## config.mk

```make
export PLATFORM = sky130hd
export DESIGN_NAME = fcg_div_cell
export DESIGN_NICKNAME = d
export VERILOG_FILES = /design/src/design/four_corner_gradient_pixel_unit_defines.svh /design/src/design/fcg_pkg.sv /design/src/design/fcg_div_cell.sv
export SDC_FILE = /design/constraint.sdc
export NUM_CORES = 1
export LEC_CHECK = 0
export ABC_AREA = 0
export BUFFER_PORTS_ARGS = -buffer_cell sky130_fd_sc_hd__buf_2
export CORE_MARGIN = 1
export CORE_UTILIZATION = 49
export CTS_CLUSTER_DIAMETER = 60
export DETAILED_ROUTE_END_ITERATION = 10
export PLACE_DENSITY = 0.84
export SLEW_MARGIN = 0
export SYNTH_ARGS = -nofsm -noshare
export SYNTH_HDL_FRONTEND = slang
export SYNTH_SLANG_ARGS = --single-unit
```

## constraint.sdc

```tcl
create_clock -name clk_i -period 0.8 [get_ports clk_i]
set_input_delay 0 -clock clk_i [delete_from_list [all_inputs] [get_ports clk_i]]
set_output_delay 0 -clock clk_i [all_outputs]
set_load 0.05 [all_outputs]
```

## src/design/four_corner_gradient_pixel_unit_defines.svh

```systemverilog
// ----------------------------------------------------------------------------
// four corner gradient pixel unit - assertion macros
// Concurrent assertion helpers, empty when synthesized.
// ----------------------------------------------------------------------------
`ifndef FOUR_CORNER_GRADIENT_PIXEL_UNIT_DEFINES_SVH
`define FOUR_CORNER_GRADIENT_PIXEL_UNIT_DEFINES_SVH

`ifndef SYNTHESIS

// same-cycle implication
`define FCG_ASSERT_IMP(lbl, clk, rst_n, ante, cons) \
  lbl: assert property (@(posedge clk) disable iff (!rst_n) (ante) |-> (cons)) \
    else $error("fcg assertion failed");

// next-cycle implication
`define FCG_ASSERT_NXT(lbl, clk, rst_n, ante, cons) \
  lbl: assert property (@(posedge clk) disable iff (!rst_n) (ante) |=> (cons)) \
    else $error("fcg assertion failed");

`else

`define FCG_ASSERT_IMP(lbl, clk, rst_n, ante, cons)

`define FCG_ASSERT_NXT(lbl, clk, rst_n, ante, cons)

`endif

`endif

```

## src/design/fcg_pkg.sv

```systemverilog
// ----------------------------------------------------------------------------
// fcg_pkg
// Shared constants, register codes and pipeline types of the gradient unit.
// ----------------------------------------------------------------------------
`default_nettype none

package fcg_pkg;

  localparam int unsigned MAX_DIM    = 4096;
  localparam int unsigned CFG_DIM_W  = 13;
  localparam int unsigned COORD_W    = 12;
  localparam int unsigned DIM_W      = $clog2(MAX_DIM) + 1;
  localparam int unsigned WORD_W     = 32;
  localparam int unsigned CHAN_W     = 8;
  localparam int unsigned NUM_CHAN   = 3;
  localparam int unsigned NUM_CORNER = 4;
  localparam int unsigned LEFT_W     = CHAN_W + DIM_W;
  localparam int unsigned D_W        = 2 * DIM_W;
  localparam int unsigned NUM_W      = D_W + CHAN_W;
  localparam int unsigned CFG_ADDR_W = 3;
  // three mix stages, one divider cell per quotient bit, output register
  localparam int unsigned PIPE_LAT   = 3 + CHAN_W + 1;

  localparam logic [CHAN_W-1:0] ALPHA = 8'hFF;

  typedef enum logic [CFG_ADDR_W-1:0] {
    CFG_IMAGE_WIDTH  = 3'd0,
    CFG_IMAGE_HEIGHT = 3'd1,
    CFG_CORNER_0     = 3'd2,
    CFG_CORNER_1     = 3'd3,
    CFG_CORNER_2     = 3'd4,
    CFG_CORNER_3     = 3'd5
  } cfg_reg_e;

  // partial remainders and quotients of the three channels plus divisor
  typedef struct packed {
    logic [D_W-1:0]                     dvs;
    logic [NUM_CHAN-1:0][NUM_W-1:0]     rem;
    logic [NUM_CHAN-1:0][CHAN_W-1:0]    quo;
  } div_data_t;

  // zero reads as one, oversized reads as the maximum
  function automatic logic [DIM_W-1:0] eff_dim(input logic [CFG_DIM_W-1:0] d);
    logic [DIM_W-1:0] r;
    if (d == '0) begin
      r = DIM_W'(1);
    end else if (32'(d) > 32'(MAX_DIM)) begin
      r = DIM_W'(MAX_DIM);
    end else begin
      r = DIM_W'(d);
    end
    return r;
  endfunction

endpackage

`default_nettype wire

```

## src/design/fcg_div_cell.sv

```systemverilog
// ----------------------------------------------------------------------------
// fcg_div_cell
// One restoring division step for all three channels; yields one
// quotient bit each and hands the item to the next cell.
// ----------------------------------------------------------------------------
`default_nettype none

module fcg_div_cell (
  input  logic               clk_i,
  input  logic               rst_ni,
  input  logic               vld_i,
  input  fcg_pkg::div_data_t data_i,
  output logic               vld_o,
  output fcg_pkg::div_data_t data_o
);
  import fcg_pkg::*;

  logic             vld_q;
  div_data_t        data_d, data_q;
  logic [NUM_W-1:0] step;

  // remainder stays below divisor times 2^CHAN_W, so test against the top bit
  assign step = NUM_W'({data_i.dvs, {(CHAN_W - 1){1'b0}}});

  always_comb begin
    data_d = data_i;
    for (int unsigned c = 0; c < NUM_CHAN; c++) begin
      if (data_i.rem[c] >= step) begin
        data_d.rem[c] = (data_i.rem[c] - step) << 1;
        data_d.quo[c] = {data_i.quo[c][CHAN_W-2:0], 1'b1};
      end else begin
        data_d.rem[c] = data_i.rem[c] << 1;
        data_d.quo[c] = {data_i.quo[c][CHAN_W-2:0], 1'b0};
      end
    end
  end

  always_ff @(posedge clk_i or negedge rst_ni) begin
    if (!rst_ni) begin
      vld_q <= 1'b0;
    end else begin
      vld_q <= vld_i;
    end
  end

  always_ff @(posedge clk_i) begin
    data_q <= data_d;
  end

  assign vld_o  = vld_q;
  assign data_o = data_q;

endmodule

`default_nettype wire
```

==> results of run 1 <==
-- cell usage after synthesis, types with 15 or more instances --
library cell               count  area [µm²]
sky130_fd_sc_hd__a21o_1       47         353
sky130_fd_sc_hd__clkbuf_1     23        86.3
sky130_fd_sc_hd__xnor2_1      39         342
sky130_fd_sc_hd__mux2_4       18         270
sky130_fd_sc_hd__inv_1        49         184
sky130_fd_sc_hd__o21bai_1     19         143
sky130_fd_sc_hd__ha_1         78         976
sky130_fd_sc_hd__nor2_1       65         244
sky130_fd_sc_hd__a21oi_1     110         551
sky130_fd_sc_hd__mux2_2       19         214
sky130_fd_sc_hd__o21ai_0      40         200
sky130_fd_sc_hd__nand4_1      15        93.8
sky130_fd_sc_hd__xor2_1       26         228
sky130_fd_sc_hd__nand2_1      47         176
sky130_fd_sc_hd__dfxtp_1     149        2980
-- logic make-up after synthesis --
kind of cell / share of synthesized area (%)
flops: 36.4
compound gates: 22.4
other cells: 0.0454
fa+ha+maj: 12.5
simple gates: 11.3
buf+inv: 4.29
xor+xnor: 6.89
mux: 6.12
-- metrics by stage --
step | cell area, µm² | setup TNS, ns
floorplan | 8880 | -103.98
global placement | 12600 | -132.63
detailed placement | 12600 | -137.31
==> metrics.md, run 1 <==
| Metric | Value |
|---|---|
| Clock root buffer master | `sky130_fd_sc_hd__clkbuf_16` |
| Worst Setup Slack post-DPL | `-1.99 ns` |
| Post-cts gate resize count | `roughly 650` |
| Die Y-Extent | `132 µm` |
| Prevailing post-synth register cell | `sky130_fd_sc_hd__dfxtp_1` |
| # rows | `47` |
| Error msg | `[ERROR DPL-0038] Utilization greater than 100%, impossible to legalize` |
| Halt Stage | `4_1_cts` |
| Synth unique cells | `74` |
| Cells after synthesis | `893` |
| Die W | `132 µm` |
| Flop and latch count out of synthesis | `150` |
| Number of enable-type register cells in the synthesized netlist | `0` |
| Num ports | `roughly 300` |
| Clock Sinks | `150` |
| Run status | `aborted with a tool error` |
| Final estimated routing congestion in global placement | `0.942` |
| Ys Warns | `0` |
| Cells after DPL | `1,678` |
| Number of buffers inserted by hold repair at cts | `149` |
| Detailed-placement wirelength estimate | `23.4 mm` |
| Num CTS Buffers | `17` |
| Proportion of register bits with asynchronous set or reset after synthesis | `0.667%` |
| Number of H-tree branching levels | `4` |
| Sequential element share of the synthesized area | `36.4%` |
| Buffer depth of the longest clock path | `2` |
| Port buffer count | `around 300` |
| Post-synthesis instance area | `0.00826 mm²` |
| Initial core utilization | `between 40% and 50%` |
| Avg Synthesized Cell Area | `9.25 µm²` |
| Setup bufs post-CTS | `21` |
==> run 2, diff against run 1 <==
- CORE_UTILIZATION: 49 -> 34
- CTS_CLUSTER_DIAMETER: 60 -> unset
- PLACE_DENSITY: 0.84 -> unset
- PLACE_DENSITY_LB_ADDON: unset -> 0.15
==> run 2 against run 1 <==
  * The flow now finishes, with violations (negative hold slack, negative setup slack)
  * Synthesized area unchanged
  * Synthesized cell count is the same
==> metrics.md, run 2 <==
| Metric | Value |
|---|---|
| Run status | `finished with violations` |
| Violations in the final reports | `negative hold slack, negative setup slack` |
| Cells after synthesis | `893 (unchanged)` |
| Leakage dissipation | `8.26 nW` |
| Power after layout | `34.8 mW` |
| Ys Warns | `0 (unchanged)` |
| Worst hold slack across all endpoints | `-0.177 ns` |
| Proportion of layout cells with a drive suffix above 1 | `62.3%` |
| Global-route usage over all layers | `27.2%` |
| Drt total wl | `38.6 mm` |
| Leading area contributor after synthesis | `sky130_fd_sc_hd__dfxtp_1` |
| Cell with the most instances after synthesis | `sky130_fd_sc_hd__dfxtp_1` |
| Signed area change from the synthesized netlist to the final layout | `116%` |
| Max-cap check violation count | `0` |
| Post-detailed-route via-to-cell ratio | `5.00` |
| Final estimated routing congestion in global placement | `0.874 (-7.2%)` |
| Proportion of register bits with asynchronous set or reset after synthesis | `0.667% (unchanged)` |
| First-pass GRT wire length | `51.5 mm` |
| Prevailing post-synth register cell | `sky130_fd_sc_hd__dfxtp_1` |
| Largest net degree at the start of global routing | `18` |
| Wire per inst | `19.3 µm` |
| Startpoint type of the worst setup path | `input pin` |
| Critical path start-end classification | `input pin to flip-flop` |
| Initial antenna violation count | `3` |
| CP Data Arrival Time | `2.62 ns` |
| Number of setup violations in the final report | `roughly 230` |
| Critical Path End Type | `flip-flop` |
| Min Clock Period, post-route | `2.29 ns` |
| Clock slew at the register clock pins of the worst setup and hold paths | `~0.080 ns` |
| Transition time at the pin with the least slew margin | `0.556 ns` |
| Main area contributors after synthesis | `sky130_fd_sc_hd__dfxtp_1 (36%), sky130_fd_sc_hd__ha_1 (12%), sky130_fd_sc_hd__a21oi_1 (6.7%)` |
| Count of final max-slew check failures | `0` |
| Share of Yosys cell area claimed by the top area cell type | `36.1% (unchanged)` |
| Number of remaining DRC errors | `0` |
| Clock root buffer master | `sky130_fd_sc_hd__clkbuf_16` |
| TritonCTS clock tree | `yes` |
| Most common cell after layout, fill and taps aside | `sky130_fd_sc_hd__buf_4` |
| RSZ-0062 raised after global routing | `true` |
| Tightest slew margin relative to the limit | `between 60% and 70%` |
| Total grt overflow | `0` |
| Part of the total power dissipated in combinational logic | `48.0%` |
| Number of fillers in the final layout | `1,556` |
| Fraction of power spent switching nets | `38.9%` |
| Num CTS Buffers | `17 (unchanged)` |
| Num ports | `308 (unchanged)` |
| Data required time at the worst endpoint | `1.12 ns` |
| Part of the total power dissipated in sequential elements | `between 20% and 30%` |
| Net count of the finished layout | `~1,900` |
| Fin crit share | `287%` |
| Core box area | `0.0237 mm²` |
| Flop and latch count out of synthesis | `150 (unchanged)` |
| Detailed Route Iter0 Violations | `around 470` |
| Port buffer count | `301 (unchanged)` |
| Internal power | `around 21 mW` |
| Clock Sinks | `150 (unchanged)` |
| Avg Synthesized Cell Area | `9.25 µm² (unchanged)` |
| Synth unique cells | `74 (unchanged)` |
| Setup slack after layout | `-1.49 ns` |
| Via count of the first global-routing pass | `9,698` |
| Die Y-Extent | `158 µm (+20%)` |
| Crit path max fanout | `3` |
| Part of the power in the clock network | `approximately a quarter` |
| Flip-flop count of the largest register, all copies and words added | `149` |
| Power per standard cell area | `1950 mW/mm²` |
| Maximum clock frequency | `0.436 GHz` |
| Initial core utilization | `34.9% (-15 points)` |
| # rows | `56 (+19%)` |
| Leading cell types in the layout, fill and taps excluded | `sky130_fd_sc_hd__buf_4 (285), sky130_fd_sc_hd__dlygate4sd3_1 (149), sky130_fd_sc_hd__dfxtp_2 (148)` |
| Switching pwr | `13.5 mW` |
| Via count | `9,974` |
| First-pass DRT Iterations | `5` |
| Worst min-delay path category | `input pin to flip-flop` |
| Most frequent cells after synthesis | `sky130_fd_sc_hd__dfxtp_1 (149), sky130_fd_sc_hd__a21oi_1 (110), sky130_fd_sc_hd__ha_1 (78)` |
| Worst voltage drop across the vdd grid | `1.51 mV` |
| Post-synthesis instance area | `0.00826 mm² (unchanged)` |
| Buffer depth of the longest clock path | `2 (unchanged)` |
| Number of hold violations in the final report | `1` |
| Detailed-placement wirelength estimate | `23.2 mm (-0.90%)` |
| Number of H-tree branching levels | `4 (unchanged)` |
| Die W | `158 µm (+20%)` |
| Sequential element share of the synthesized area | `36.4% (unchanged)` |
| Number of enable-type register cells in the synthesized netlist | `0 (unchanged)` |
| Die Footprint | `0.0249 mm²` |
| Antenna violation net count after detailed routing | `0` |
run 2: cell counts after synthesis:
Identical to the previous run, type by type.
run 2: cell families after synthesis:
| logic type | count (synthesis) | share of synthesized area (%) |
|---|---|---|
| compound gates | 287 | 22.4 |
| mux | 39 | 6.12 |
| simple gates | 190 | 11.3 |
| fa+ha+maj | 81 | 12.5 |
| xor+xnor | 65 | 6.89 |
| other cells | 1 | 0.0454 |
| buf+inv | 80 | 4.29 |
| flops | 150 | 36.4 |
run 2: metal layers:
layer / track usage [%] / vias up / part of all wire, %
met3: 4.13 / 95 / 5.9
met2: 48.3 / 406 / 49
met1: 33.5 / 4700 / 41
li1: - / 4771 / -
met4: 8.14 / 2 / 3.8
met5: 0 / - / 0.041
run 2: stage by stage:
step,util (%),instances,area (µm²),worst slack [ns],setup TNS (ns)
global placement,53.7,1770,12700,-2.01,-140.19
global route,75.2,1996,17800,-1.59,-134.85
CTS,70.8,1974,16800,-1.42,-114.35
finish,75.2,1996,17800,-1.49,-124.02
detailed placement,53.7,1770,12700,-2.03,-140.88
floorplan,-,895,8880,-1.72,-103.98
run 2: path summary, 6_finish.rpt:
kind,slack (ns),depth (start not counted),to,startpoint
min in group asynchronous,0.42,3,vld_o,rst_ni
max,-1.49,12,data_o[90],data_i[127]
min,-0.18,3,data_o[100],data_i[99]
max in group asynchronous,0.28,3,vld_o,rst_ni
run 2: layout make-up:
type / count / area, µm² / share of cell area [%]
Clock inverter: 15 / 171 / 0.962
Tap cell: 319 / 399 / 2.24
Antenna cell: 2 / 5.00 / 0.0281
Multi-Input combinational cell: 665 / 6100 / 34.2
Timing Repair Buffer: 779 / 7290 / 40.9
Inverter: 49 / 236 / 1.33
Clock buffer: 17 / 425 / 2.39
Sequential cell: 150 / 3190 / 17.9
run 2: critical path, stage by stage:
cell and delay (ns):
sky130_fd_sc_hd__buf_8 0.08, sky130_fd_sc_hd__clkinvlp_4 0.11, sky130_fd_sc_hd__buf_12 0.15, sky130_fd_sc_hd__fa_2 0.39, sky130_fd_sc_hd__a211o_1 0.30, sky130_fd_sc_hd__a211o_1 0.32, sky130_fd_sc_hd__a211oi_4 0.29, sky130_fd_sc_hd__o21ai_2 0.12
sky130_fd_sc_hd__a221oi_2 0.31, sky130_fd_sc_hd__a21oi_1 0.12, sky130_fd_sc_hd__xor2_1 0.17, sky130_fd_sc_hd__mux2_4 0.25
run 2: power groups by stage:
stage / clock, mW / combinational, mW / sequential (mW)
2_1_floorplan: 0 / 4.41 / 12.7
3_3_place_gp: 0 / 12.2 / 8.99
3_5_place_dp: 0 / 12.3 / 8.97
4_1_cts: 8.57 / 15.2 / 9.39
5_1_grt: 9.00 / 17.5 / 9.56
6_report: 8.58 / 16.7 / 9.49
run 2: what timing repair did:
item	4_1_cts	5_1_grt
hold buffers	148	1
gates resized for setup	599	191
cloned	3	4
pin swaps	39	55
setup buffers	22	17
endpoints found under the setup margin	231	231
endpoints found under the hold margin	148	2
No activity file was read; power rests on OpenSTA's default activity.
==> run 3, diff against run 2 <==
- CORE_ASPECT_RATIO: unset -> 1.4
- GPL_ROUTABILITY_DRIVEN: unset -> 1
==> run 3 against run 2 <==
  * The flow still finishes with violations (negative hold slack, negative setup slack)
  * Sequential share of layout area about the same
  * Total power rose by 0.23%
  * Combinational power barely moved
  * Critical path depth rose by 1
  * Clock power grew 2.4%
  * Final cell count about the same
  * Count of clock-buffer cells in the layout unchanged
  * Core utilization decreased by 0.68 points
  * Largest cell class unchanged
  * Largest power group unchanged
==> metrics.md, run 3 (synthesis results as in run 2) <==
| Metric | Value |
|---|---|
| Beginning of the critical path | `data_i[127]` |
| Final estimated routing congestion in global placement | `0.885 (+1.2%)` |
| GRT busiest layer | `met2` |
| Worst hold slack across all endpoints | `-0.203 ns (-0.0254 ns)` |
| Total grt overflow | `0 (unchanged)` |
| Critical Path End Type | `flip-flop` |
| Largest net degree at the start of global routing | `17 (-1)` |
| Via count of the first global-routing pass | `10,571 (+9.0%)` |
| Clock slew at the register clock pins of the worst setup and hold paths | `0.07 ns (about the same)` |
| Post-Place Cell Area | `0.0128 mm² (+0.70%)` |
| TritonCTS clock tree | `yes` |
| Number of H-tree branching levels | `4 (unchanged)` |
| CP Data Arrival Time | `2.61 ns (about the same)` |
| Proportion of layout cells with a drive suffix above 1 | `62.0% (-0.32 points)` |
| Final Instance Area | `0.0178 mm² (about the same)` |
| Leakage dissipation | `8.29 nW (+0.35%)` |
| Count of final max-slew check failures | `0 (unchanged)` |
| # rows | `67 (+20%)` |
| Worst min-delay path category | `input pin to flip-flop` |
| Number of hold violations in the final report | `2 (+1)` |
| Drt total wl | `36.6 mm (-5.1%)` |
| Fin crit share | `286% (-0.63 points)` |
| Worst voltage drop across the vdd grid | `1.43 mV (-5.4%)` |
| Initial antenna violation count | `4 (+1)` |
| Slowest stage cell on the critical path | `sky130_fd_sc_hd__a41o_4` |
| Setup slack after layout | `-1.49 ns (+0.00504 ns)` |
| Number of setup violations in the final report | `231 (unchanged)` |
| Die W | `134 µm (-15%)` |
| Tightest slew margin relative to the limit | `54.6% (-8.0 points)` |
| Max-cap check violation count | `0 (unchanged)` |
| First-pass DRT Iterations | `5 (unchanged)` |
| Cells along the critical path | `buf_8, clkinvlp_4, buf_6, ha_4, nor2b_4, o31a_1, o41ai_4, o21ai_2, a221oi_4, nor2_2, a41o_4, buf_12, mux2_4` |
| Number of remaining DRC errors | `0 (unchanged)` |
| M1 GR Usage | `28.3% (-5.2 points)` |
| Core box area | `0.0239 mm² (+0.88%)` |
| Crit path max fanout | `10 (+7)` |
| Die Y-Extent | `186 µm (+18%)` |
| Detailed Route Iter0 Violations | `417 (-11%)` |
| Maximum clock frequency | `0.437 GHz (+0.22%)` |
| Antenna violation net count after detailed routing | `0 (unchanged)` |
| Buffer depth of the longest clock path | `2 (unchanged)` |
| Wire per inst | `18.4 µm (-5.1%)` |
| Detailed-placement wirelength estimate | `23.7 mm (+2.2%)` |
| Clock root buffer master | `sky130_fd_sc_hd__clkbuf_16` |
| First-pass GRT wire length | `53.3 mm (+3.4%)` |
| Met3 layer usage reported by global route | `4.05% (-0.086 points)` |
| Flip-flop count of the largest register, all copies and words added | `149 (unchanged)` |
| Global-route usage over all layers | `27.8% (+0.60 points)` |
| Port buffer count | `301 (unchanged)` |
| RSZ-0062 raised after global routing | `true` |
| Initial core utilization | `34.6% (-0.31 points)` |
| Setup TNS | `-123.51 ns (+0.503 ns)` |
| Delay of the slowest cell on the worst path | `0.35 ns (-0.04 ns)` |
| Die Footprint | `0.0249 mm² (about the same)` |
| Data required time at the worst endpoint | `1.12 ns (about the same)` |
| Critical path start-end classification | `input pin to flip-flop` |
| Post-detailed-route via-to-cell ratio | `5.00 (about the same)` |
| Min Clock Period, post-route | `2.29 ns (-0.00504 ns)` |
| Via count | `9,977 (+0.030%)` |
| Run status | `finished with violations` |
| Clock Sinks | `150 (unchanged)` |
| Violations in the final reports | `negative hold slack, negative setup slack` |
| Power per standard cell area | `1960 mW/mm² (+0.26%)` |
| Leading cell types in the layout, fill and taps excluded | `sky130_fd_sc_hd__buf_4 (287), sky130_fd_sc_hd__dfxtp_2 (147), sky130_fd_sc_hd__dlygate4sd3_1 (147), sky130_fd_sc_hd__buf_2 (147), sky130_fd_sc_hd__buf_8 (130)` |
| Power after layout | `34.8 mW (+0.23%)` |
| Most common cell after layout, fill and taps aside | `sky130_fd_sc_hd__buf_4` |
| Signed area change from the synthesized netlist to the final layout | `116% (about the same)` |
| Num ports | `308 (unchanged)` |
| Transition time at the pin with the least slew margin | `0.674 ns (+0.119 ns)` |
| Net count of the finished layout | `1,905 (+0.37%)` |
| Startpoint type of the worst setup path | `input pin` |
| Worst Min Path Start | `data_i[65]` |
| Num CTS Buffers | `17 (unchanged)` |
| M2 GR Usage | `53.0% (+4.7 points)` |
run 3: cell types whose count changed in the layout (fill, tap and decap cells not counted), sizes merged, moves of 2 or more:
cell | previous run | this run
clkbuf | 21 | 18
dlygate4sd3 | 149 | 147
bufinv | 1 | 3
buf | 626 | 638
inv | 58 | 56
run 3: critical path: cells and delay by family:
kind,cells,cell delay [ns]
AND/OR/NAND/NOR,2,0.19
buffers and inverters,4,0.54
AO/OA/AOI/OAI,5,1.37
multiplexers,1,0.29
adder cells (fa/ha/maj),1,0.20
run 3: worst paths after layout:
| path | endpoint | slack [ns] | cells after the start |
|---|---|---|---|
| max in group asynchronous | vld_o | 0.31 | 3 |
| min | data_o[66] | -0.20 | 3 |
| min in group asynchronous | vld_o | 0.39 | 3 |
| max | data_o[80] | -1.49 | 13 |
run 3: per-layer routing:
layer  vias to the layer above  share of wire [%]
met1                      4747                 36
met3                       100                4.0
met4                         2                4.5
met5                         -              0.022
met2                       341                 56
li1                       4787                  -
run 3: timing repair:
item,4_1_cts,5_1_grt
cloned,5,1
gates resized for setup,641,144
pin swaps,50,60
setup buffers,24,16
hold endpoints to repair,148,4
hold buffers,145,2
endpoints found under the setup margin,231,231
run 3: stage by stage:
| step | worst slack (ns) | util, % | cells |
|---|---|---|---|
| floorplan | -1.72 | - | 895 |
| global placement | -2.00 | 53.6 | 1776 |
| detailed placement | -2.04 | 53.6 | 1776 |
| CTS | -1.43 | 71.3 | 1978 |
| global route | -1.54 | 74.5 | 1995 |
| finish | -1.49 | 74.5 | 1995 |
run 3: area by class of cell:
class	count	area, µm²
Inverter	49	235
Antenna cell	3	7.51
Tap cell	310	388
Timing Repair Buffer	786	7290
Multi-Input combinational cell	665	6060
Fill cell	1570	6080
Clock inverter	15	208
Sequential cell	150	3200
Clock buffer	17	425
run 3: power by group:
part	switching (mW)	internal, mW
Clock	3.73	5.06
Combinational	8.58	7.99
Sequential	0.724	8.76
